## src/rtl/core/fmrsm_pkg.sv

```systemverilog
// shared types, codes and carrier table for the fm register shadow mute block
package fmrsm_pkg;

  localparam logic [1:0] OP_WRITE = 2'd0;
  localparam logic [1:0] OP_MUTE  = 2'd1;
  localparam logic [1:0] OP_RESET = 2'd2;

  localparam logic [7:0] LEVEL_SEL_MASK = 8'he0;
  localparam logic [7:0] LEVEL_BASE     = 8'h60;
  localparam logic [7:0] ALG_SEL_MASK   = 8'hf8;
  localparam logic [7:0] ALG_BASE       = 8'h20;
  localparam logic [7:0] LEVEL_MAX      = 8'h7f;
  localparam logic [7:0] MUTE_ADD       = 8'd127;

  localparam int LEVEL_DEPTH = 32;
  localparam int ALG_DEPTH   = 8;
  localparam int QUEUE_DEPTH = 2;

  typedef struct packed {
    logic [1:0] op;
    logic [7:0] reg_addr;
    logic [7:0] reg_data;
    logic       mute_on;
  } req_t;

  typedef struct packed {
    logic [7:0] out_addr;
    logic [7:0] out_data;
    logic       chip_reset;
    logic       last;
  } rsp_t;

  typedef enum logic [1:0] {
    CMD_WRITE = 2'd0,
    CMD_MUTE  = 2'd1,
    CMD_RESET = 2'd2
  } cmd_kind_t;

  typedef struct packed {
    cmd_kind_t  kind;
    logic [7:0] addr;
    logic [7:0] data;
    logic       mute_on;
  } cmd_t;

  // bit n set: operator at offset ch + 8*n is a carrier
  function automatic logic [3:0] carrier_mask(input logic [2:0] alg);
    logic [3:0] m;
    case (alg)
      3'd4:    m = 4'h0c;
      3'd5:    m = 4'h0e;
      3'd6:    m = 4'h0e;
      3'd7:    m = 4'h0f;
      default: m = 4'h08;
    endcase
    return m;
  endfunction

endpackage

```

## src/rtl/core/fmrsm_front.sv

```systemverilog
// request decode and two-entry command queue
module fmrsm_front (
  input  logic             clk,
  input  logic             rst,
  input  fmrsm_pkg::req_t  req,
  input  logic             push,
  output logic             full,
  output logic             cmd_valid,
  output fmrsm_pkg::cmd_t  cmd,
  input  logic             cmd_pop
);

  fmrsm_pkg::cmd_t q [fmrsm_pkg::QUEUE_DEPTH];
  logic       wr_ptr;
  logic       rd_ptr;
  logic [1:0] count;
  logic       accept;
  logic       keep;
  logic       do_pop;
  fmrsm_pkg::cmd_t dec;

  assign full      = (count == 2'(fmrsm_pkg::QUEUE_DEPTH));
  assign cmd_valid = (count != 2'd0);
  assign cmd       = q[rd_ptr];
  assign accept    = push && !full;
  assign do_pop    = cmd_pop && cmd_valid;

  always_comb begin
    dec.addr    = req.reg_addr;
    dec.data    = req.reg_data;
    dec.mute_on = req.mute_on;
    keep        = 1'b1;
    case (req.op)
      fmrsm_pkg::OP_WRITE: dec.kind = fmrsm_pkg::CMD_WRITE;
      fmrsm_pkg::OP_MUTE:  dec.kind = fmrsm_pkg::CMD_MUTE;
      fmrsm_pkg::OP_RESET: dec.kind = fmrsm_pkg::CMD_RESET;
      default: begin
        // unused op code is taken and dropped
        dec.kind = fmrsm_pkg::CMD_WRITE;
        keep     = 1'b0;
      end
    endcase
  end

  always_ff @(posedge clk) begin
    if (accept && keep) begin
      q[wr_ptr] <= dec;
    end
  end

  always_ff @(posedge clk) begin
    if (rst) begin
      wr_ptr <= 1'b0;
      rd_ptr <= 1'b0;
      count  <= 2'd0;
    end else begin
      if (accept && keep) begin
        wr_ptr <= ~wr_ptr;
      end
      if (do_pop) begin
        rd_ptr <= ~rd_ptr;
      end
      count <= count + 2'(accept && keep) - 2'(do_pop);
    end
  end

endmodule

```

## src/rtl/core/fmrsm_back.sv

```systemverilog
// shadow stores, carrier walk sequencer and result queue
module fmrsm_back (
  input  logic             clk,
  input  logic             rst,
  input  logic             cmd_valid,
  input  fmrsm_pkg::cmd_t  cmd,
  output logic             cmd_pop,
  output fmrsm_pkg::rsp_t  rsp,
  output logic             empty,
  input  logic             pop
);

  typedef enum logic [1:0] {
    ST_IDLE = 2'b01,
    ST_WALK = 2'b10
  } state_t;

  state_t     state;
  state_t     state_next;
  logic [6:0] level_store [fmrsm_pkg::LEVEL_DEPTH];
  logic [2:0] alg_store   [fmrsm_pkg::ALG_DEPTH];
  logic [4:0] walk_pos;
  logic       walk_mute;

  fmrsm_pkg::rsp_t rq [fmrsm_pkg::QUEUE_DEPTH];
  logic       rq_wr;
  logic       rq_rd;
  logic [1:0] rq_count;
  logic       rq_space;
  logic       rq_push;
  logic       rq_pop;
  fmrsm_pkg::rsp_t rq_in;

  logic [2:0] walk_ch;
  logic [1:0] walk_slot;
  logic [4:0] walk_off;
  logic [3:0] walk_mask;
  logic       is_carrier;
  logic [7:0] lvl_sum;
  logic [7:0] lvl_out;
  logic       walk_step;
  logic       walk_done;
  logic       do_write;
  logic       do_reset;
  logic       lvl_hit;
  logic       alg_hit;

  assign rq_space = (rq_count != 2'(fmrsm_pkg::QUEUE_DEPTH));
  assign empty    = (rq_count == 2'd0);
  assign rsp      = rq[rq_rd];
  assign rq_pop   = pop && !empty;

  // walk order: channel outer, operator slot inner
  assign walk_ch    = walk_pos[4:2];
  assign walk_slot  = walk_pos[1:0];
  assign walk_off   = {walk_slot, walk_ch};
  assign walk_mask  = fmrsm_pkg::carrier_mask(alg_store[walk_ch]);
  assign is_carrier = walk_mask[walk_slot];
  assign lvl_sum    = {1'b0, level_store[walk_off]} + fmrsm_pkg::MUTE_ADD;
  assign walk_done  = (walk_pos == 5'h1f);

  always_comb begin
    if (walk_mute) begin
      lvl_out = (lvl_sum > fmrsm_pkg::LEVEL_MAX) ? fmrsm_pkg::LEVEL_MAX : lvl_sum;
    end else begin
      lvl_out = {1'b0, level_store[walk_off]};
    end
  end

  assign lvl_hit = ((cmd.addr & fmrsm_pkg::LEVEL_SEL_MASK) == fmrsm_pkg::LEVEL_BASE);
  assign alg_hit = ((cmd.addr & fmrsm_pkg::ALG_SEL_MASK) == fmrsm_pkg::ALG_BASE);

  always_comb begin
    state_next = state;
    cmd_pop    = 1'b0;
    rq_push    = 1'b0;
    rq_in      = '0;
    walk_step  = 1'b0;
    do_write   = 1'b0;
    do_reset   = 1'b0;
    case (state)
      ST_IDLE: begin
        if (cmd_valid && rq_space) begin
          cmd_pop = 1'b1;
          case (cmd.kind)
            fmrsm_pkg::CMD_WRITE: begin
              rq_push        = 1'b1;
              rq_in.out_addr = cmd.addr;
              rq_in.out_data = cmd.data;
              rq_in.last     = 1'b1;
              do_write       = 1'b1;
            end
            fmrsm_pkg::CMD_RESET: begin
              rq_push          = 1'b1;
              rq_in.chip_reset = 1'b1;
              rq_in.last       = 1'b1;
              do_reset         = 1'b1;
            end
            default: begin
              state_next = ST_WALK;
            end
          endcase
        end
      end
      ST_WALK: begin
        rq_in.out_addr = fmrsm_pkg::LEVEL_BASE | {3'b000, walk_off};
        rq_in.out_data = lvl_out;
        // slot 3 is a carrier for every algorithm, so channel 7 slot 3 closes
        rq_in.last     = walk_done;
        if (!is_carrier || rq_space) begin
          walk_step = 1'b1;
          rq_push   = is_carrier;
          if (walk_done) begin
            state_next = ST_IDLE;
          end
        end
      end
      default: begin
        state_next = ST_IDLE;
      end
    endcase
  end

  always_ff @(posedge clk) begin
    if (rst) begin
      state    <= ST_IDLE;
      walk_pos <= 5'd0;
    end else begin
      state <= state_next;
      if (walk_step) begin
        walk_pos <= walk_pos + 5'd1;
      end else if (state == ST_IDLE) begin
        walk_pos <= 5'd0;
      end
    end
  end

  always_ff @(posedge clk) begin
    if (state == ST_IDLE && cmd_valid && rq_space) begin
      walk_mute <= cmd.mute_on;
    end
  end

  always_ff @(posedge clk) begin
    if (rst || do_reset) begin
      for (int i = 0; i < fmrsm_pkg::LEVEL_DEPTH; i++) begin
        level_store[i] <= fmrsm_pkg::LEVEL_MAX[6:0];
      end
      for (int i = 0; i < fmrsm_pkg::ALG_DEPTH; i++) begin
        alg_store[i] <= 3'd0;
      end
    end else if (do_write) begin
      if (lvl_hit) begin
        level_store[cmd.addr[4:0]] <= cmd.data[6:0];
      end else if (alg_hit) begin
        alg_store[cmd.addr[2:0]] <= cmd.data[2:0];
      end
    end
  end

  always_ff @(posedge clk) begin
    if (rq_push) begin
      rq[rq_wr] <= rq_in;
    end
  end

  always_ff @(posedge clk) begin
    if (rst) begin
      rq_wr    <= 1'b0;
      rq_rd    <= 1'b0;
      rq_count <= 2'd0;
    end else begin
      if (rq_push) begin
        rq_wr <= ~rq_wr;
      end
      if (rq_pop) begin
        rq_rd <= ~rq_rd;
      end
      rq_count <= rq_count + 2'(rq_push) - 2'(rq_pop);
    end
  end

endmodule

```

## src/rtl/core/fm_opm_register_shadow_mute.sv

```systemverilog
// Register shadow with carrier mute in front of an FM synthesizer register port.
// Requests enter a two-entry command queue and are carried out one at a time by
// the back end, whose results leave through a two-entry result queue. A register
// write or a reset gives one result. A mute request is picked up, and then the
// walk sequencer visits each of the 8 channels and 4 operator slots in turn, one
// per cycle, and emits a total-level write for each carrier (8 to 32 results),
// stretched only by a full result queue. Op code three is accepted and gives no
// result.
module fm_opm_register_shadow_mute (
  input  logic             clk,
  input  logic             rst,
  input  fmrsm_pkg::req_t  req,
  input  logic             push,
  output logic             full,
  output fmrsm_pkg::rsp_t  rsp,
  output logic             empty,
  input  logic             pop
);

  logic            cmd_valid;
  logic            cmd_pop;
  fmrsm_pkg::cmd_t cmd;

  fmrsm_front u_front (
    .clk       (clk),
    .rst       (rst),
    .req       (req),
    .push      (push),
    .full      (full),
    .cmd_valid (cmd_valid),
    .cmd       (cmd),
    .cmd_pop   (cmd_pop)
  );

  fmrsm_back u_back (
    .clk       (clk),
    .rst       (rst),
    .cmd_valid (cmd_valid),
    .cmd       (cmd),
    .cmd_pop   (cmd_pop),
    .rsp       (rsp),
    .empty     (empty),
    .pop       (pop)
  );

endmodule

```

## config.mk

```make
export PLATFORM = sky130hd
export DESIGN_NAME = fm_opm_register_shadow_mute
export DESIGN_NICKNAME = d
export VERILOG_FILES = /design/src/rtl/core/fmrsm_pkg.sv /design/src/rtl/core/fmrsm_front.sv /design/src/rtl/core/fmrsm_back.sv /design/src/rtl/core/fm_opm_register_shadow_mute.sv
export SDC_FILE = /design/constraint.sdc
export NUM_CORES = 1
export LEC_CHECK = 0
export ABC_CLOCK_PERIOD_IN_PS = 3600
export BUFFER_PORTS_ARGS = -buffer_cell sky130_fd_sc_hd__clkbuf_2
export CAP_MARGIN = 20
export CORE_AREA = 3 3 206 208
export CTS_CLUSTER_DIAMETER = 120
export CTS_CLUSTER_SIZE = 25
export DETAILED_ROUTE_END_ITERATION = 8
export DIE_AREA = 0 0 209 211
export SYNTH_ARGS = -nofsm -noshare
export SYNTH_HDL_FRONTEND = slang
export SYNTH_HIERARCHICAL = 1
export SYNTH_SLANG_ARGS = --single-unit
```

## constraint.sdc

```tcl
create_clock -name clk -period 3.6 [get_ports clk]
set_clock_uncertainty 0.05 [all_clocks]
set_input_delay 0.36 -clock clk [delete_from_list [all_inputs] [get_ports clk]]
set_output_delay 0.36 -clock clk [all_outputs]
set_load 0.02 [all_outputs]
```

==> results.json <==
{
  "synth_ff_type": "edfxtp_1",
  "worst_pin_slew_ps": 921,
  "fin_crit_sh_pct": 87.4,
  "report.power.total_uw": 8920,
  "cts.htree.levels": 1,
  "end_kind": "flop",
  "dr_total_vias": 9835,
  "drt_wl_total_um": 39700,
  "drtPass1Iterations": 5,
  "rows": 74,
  "final-setup-viol-count": 0,
  "cp_slowest_cell": "o21ai_0",
  "fill_cells": 3662,
  "status": "finished clean",
  "vias_per_cell": 5.57,
  "fin_nets": 1261,
  "p_per_area_nw_per_um2": 500,
  "dieWidth_um": 209,
  "avgRoutedWirePerCell_um": 22.4,
  "synthCells": 1180,
  "fmaxAchievable_ghz": 0.318,
  "netlist_top_cells_area": "edfxtp_1, or3_1, mux4_2, dfxtp_1, mux2_2",
  "syn-cell-area_um2": 16200,
  "drt_iter0_drc": 824,
  "drive_gt1_share_pct": 20.2,
  "worstReg2RegEnd": "u_back/level_store[23][5]$_SDFFCE_PN1P_",
  "worstSetupStartpointType": "flop",
  "synth_edf_count": 323,
  "drc": 0,
  "grtUsageTotal_pct": 17.8,
  "dieArea_um2": 44100,
  "hold_slack_ps": 102,
  "grt_max_degree": 55,
  "cts.clk_slew.worst_paths_ps": 90,
  "rsz0062_at_grt": "false",
  "hold_end": "u_front/q[1][18]$_DFFE_PP_",
  "min_period_ps": 3140,
  "r2r_slack_ps": 460,
  "clock_latency_ps": 530,
  "path_cells": "mux2_2 > nor4b_4 > nand3b_1 > or3_4 > nor2_8 > nand3b_4 > o21ai_0 > buf_4",
  "syn2layout_area_growth_pct": 10.2,
  "cts_buffers": 17,
  "portBuffers": 42,
  "critPathArrivalTime_ps": 3330,
  "cellLeakagePower_uw": 0.00485,
  "seq_area_um2": 10100,
  "numClockSinks": 345,
  "cap_violations": 0,
  "hold_path_class": "in -> reg",
  "place.gp.congestion": 0.842,
  "worst-endpoint-required_ps": 3790,
  "cts-resized-gates": 0,
  "slowest_delay_ps": 540,
  "slew_viol_final": 0,
  "grt_pass1_vias": 9847,
  "cts_tree": "built",
  "grt_pass1_wl_um": 60800,
  "grt_overflow": 0,
  "synth_top_area_cell": "edfxtp_1",
  "min-delay-start": "req[17]",
  "ys_seq_elements": 345,
  "clk_path_buf_depth": 3,
  "syn_area_per_cell_um2": 13.7,
  "synth_top_area_share_pct": 60.0,
  "drtAntennaViolNets": 0,
  "async_flop_share_pct": 0,
  "crit_fanout": 25,
  "core_area_um2": 40700,
  "yosysUniqueCellTypes": 63,
  "tns_ps": 0,
  "antenna_found_initial": 0,
  "crit_type": "reg -> reg",
  "multiInputGateArea_um2": 5550,
  "dp_hpwl_um": 26600,
  "seq_area_frac_synth_pct": 62.7,
  "hold_viol": 0,
  "synth_nets": 1213,
  "rr_worst_depth": 8,
  "ir_worst_vdd_mv": 0.493,
  "post_cts_buffers": 0,
  "die_height_um": 211,
  "hold_buffers": 17,
  "ioPinCount": 43,
  "hold_depth": 2,
  "clock-root-buffer": "clkbuf_16",
  "yosysWarnings": 6,
  "start_util_pct": 39.7,
  "relSlewSlack_pct": 38.6
}
state kept, by name, summed over array words and instances (netlist names), 2 cells and up, named ones only:
register / cells
u_back/alg_store: 24
u_back/level_store: 224
u_back/rq: 36
u_back/rq_count: 2
u_back/state: 2
u_back/walk_pos: 5
u_front/count: 2
u_front/q: 38
metrics by stage:
stage | utilization (%) | cells | cell area [µm²] | setup slack (ps)
floorplan | - | 1180 | 16200 | 502
CTS | 43.7 | 1766 | 17800 | 479
finish | 43.7 | 1767 | 17800 | 455
global placement | 42.2 | 1724 | 17200 | 559
global route | 43.7 | 1766 | 17800 | 279
detailed placement | 42.2 | 1724 | 17200 | 522
worst max-delay path: cells and delay by family, from the launching register on:
family,cells,cell delay [ps]
mux,1,370
flops,1,350
buf+inv,1,250
compound gates,1,540
simple gates,5,1290
how the worst max path moves through the flow:
stage	slack [ps]	depth (start not counted)	to	start
finish	460	8	u_back/level_store[23][5]$_SDFFCE_PN1P_	flop
global route	280	8	u_back/level_store[23][4]$_SDFFCE_PN1P_	flop
CTS	480	8	u_back/level_store[23][5]$_SDFFCE_PN1P_	flop
detailed placement	520	8	u_back/level_store[23][1]$_SDFFCE_PN1P_	flop
global placement	560	6	u_back/alg_store[2][0]$_SDFFCE_PN0P_	flop
floorplan	500	11	u_back/rq[0][0]$_DFFE_PP_	flop
synthesized netlist by cell type, types with 10 or more instances:
master,n
nor3_1,23
nor2b_1,13
dfxtp_1,22
a21oi_1,13
nor2_1,60
nand2_1,64
mux4_2,47
clkbuf_1,78
nand2b_1,11
and3_1,10
inv_1,12
or2_1,56
or3_1,170
edfxtp_1,323
o21ai_0,43
buf_2,17
ha_1,10
mux2_2,38
nand3_1,15
mux2i_1,38
layout by cell type, fill, tap and decap left out, types with 23 or more instances in the layout:
| cell type | count |
|---|---|
| nor2_1 | 59 |
| or2_1 | 56 |
| or3_1 | 170 |
| mux2i_1 | 38 |
| nand2_1 | 64 |
| nor3_1 | 23 |
| edfxtp_1 | 323 |
| mux4_2 | 47 |
| o21ai_0 | 43 |
| clkbuf_2 | 42 |
| mux2_2 | 38 |
| buf_4 | 72 |
power breakdown:
group	total (µW)	switching (µW)	leakage (µW)	internal (µW)
Sequential	4780	107	0.00265	4680
Clock	2100	1210	0.000226	888
Combinational	2030	1400	0.00198	631
Total	8920	2720	0.00485	6190
cell families after synthesis:
family          after synthesis  share of synthesized area [%]
compound gates              109                           4.41
xor+xnor                      7                          0.379
fa+ha+maj                    15                           1.09
buf+inv                     116                           2.96
flops                       345                           62.7
mux                         124                           11.6
simple gates                464                           16.8
metal layers:
layer  track usage [%]  part of all wire [%]  wire (µm)  vias up
met2              28.8                    47      18700      295
met5                 0                     0          0        -
met3              2.60                   5.9       2330       49
met4              4.11                   2.3        918        0
li1                  -                     -          -     4538
met1              25.8                    45      17700     4953
cell type report:
type                    instances  area share (%)
flip-flops and latches        345            56.9
multi-input cells             719            31.2
repair buffers                132            5.28
well taps                     532            3.74
clock buffers                  23            2.51
inverters                      13           0.274
clock inverters                 2          0.0843
diodes                          1          0.0140
Note: power is estimated with default switching activity, not from simulation.
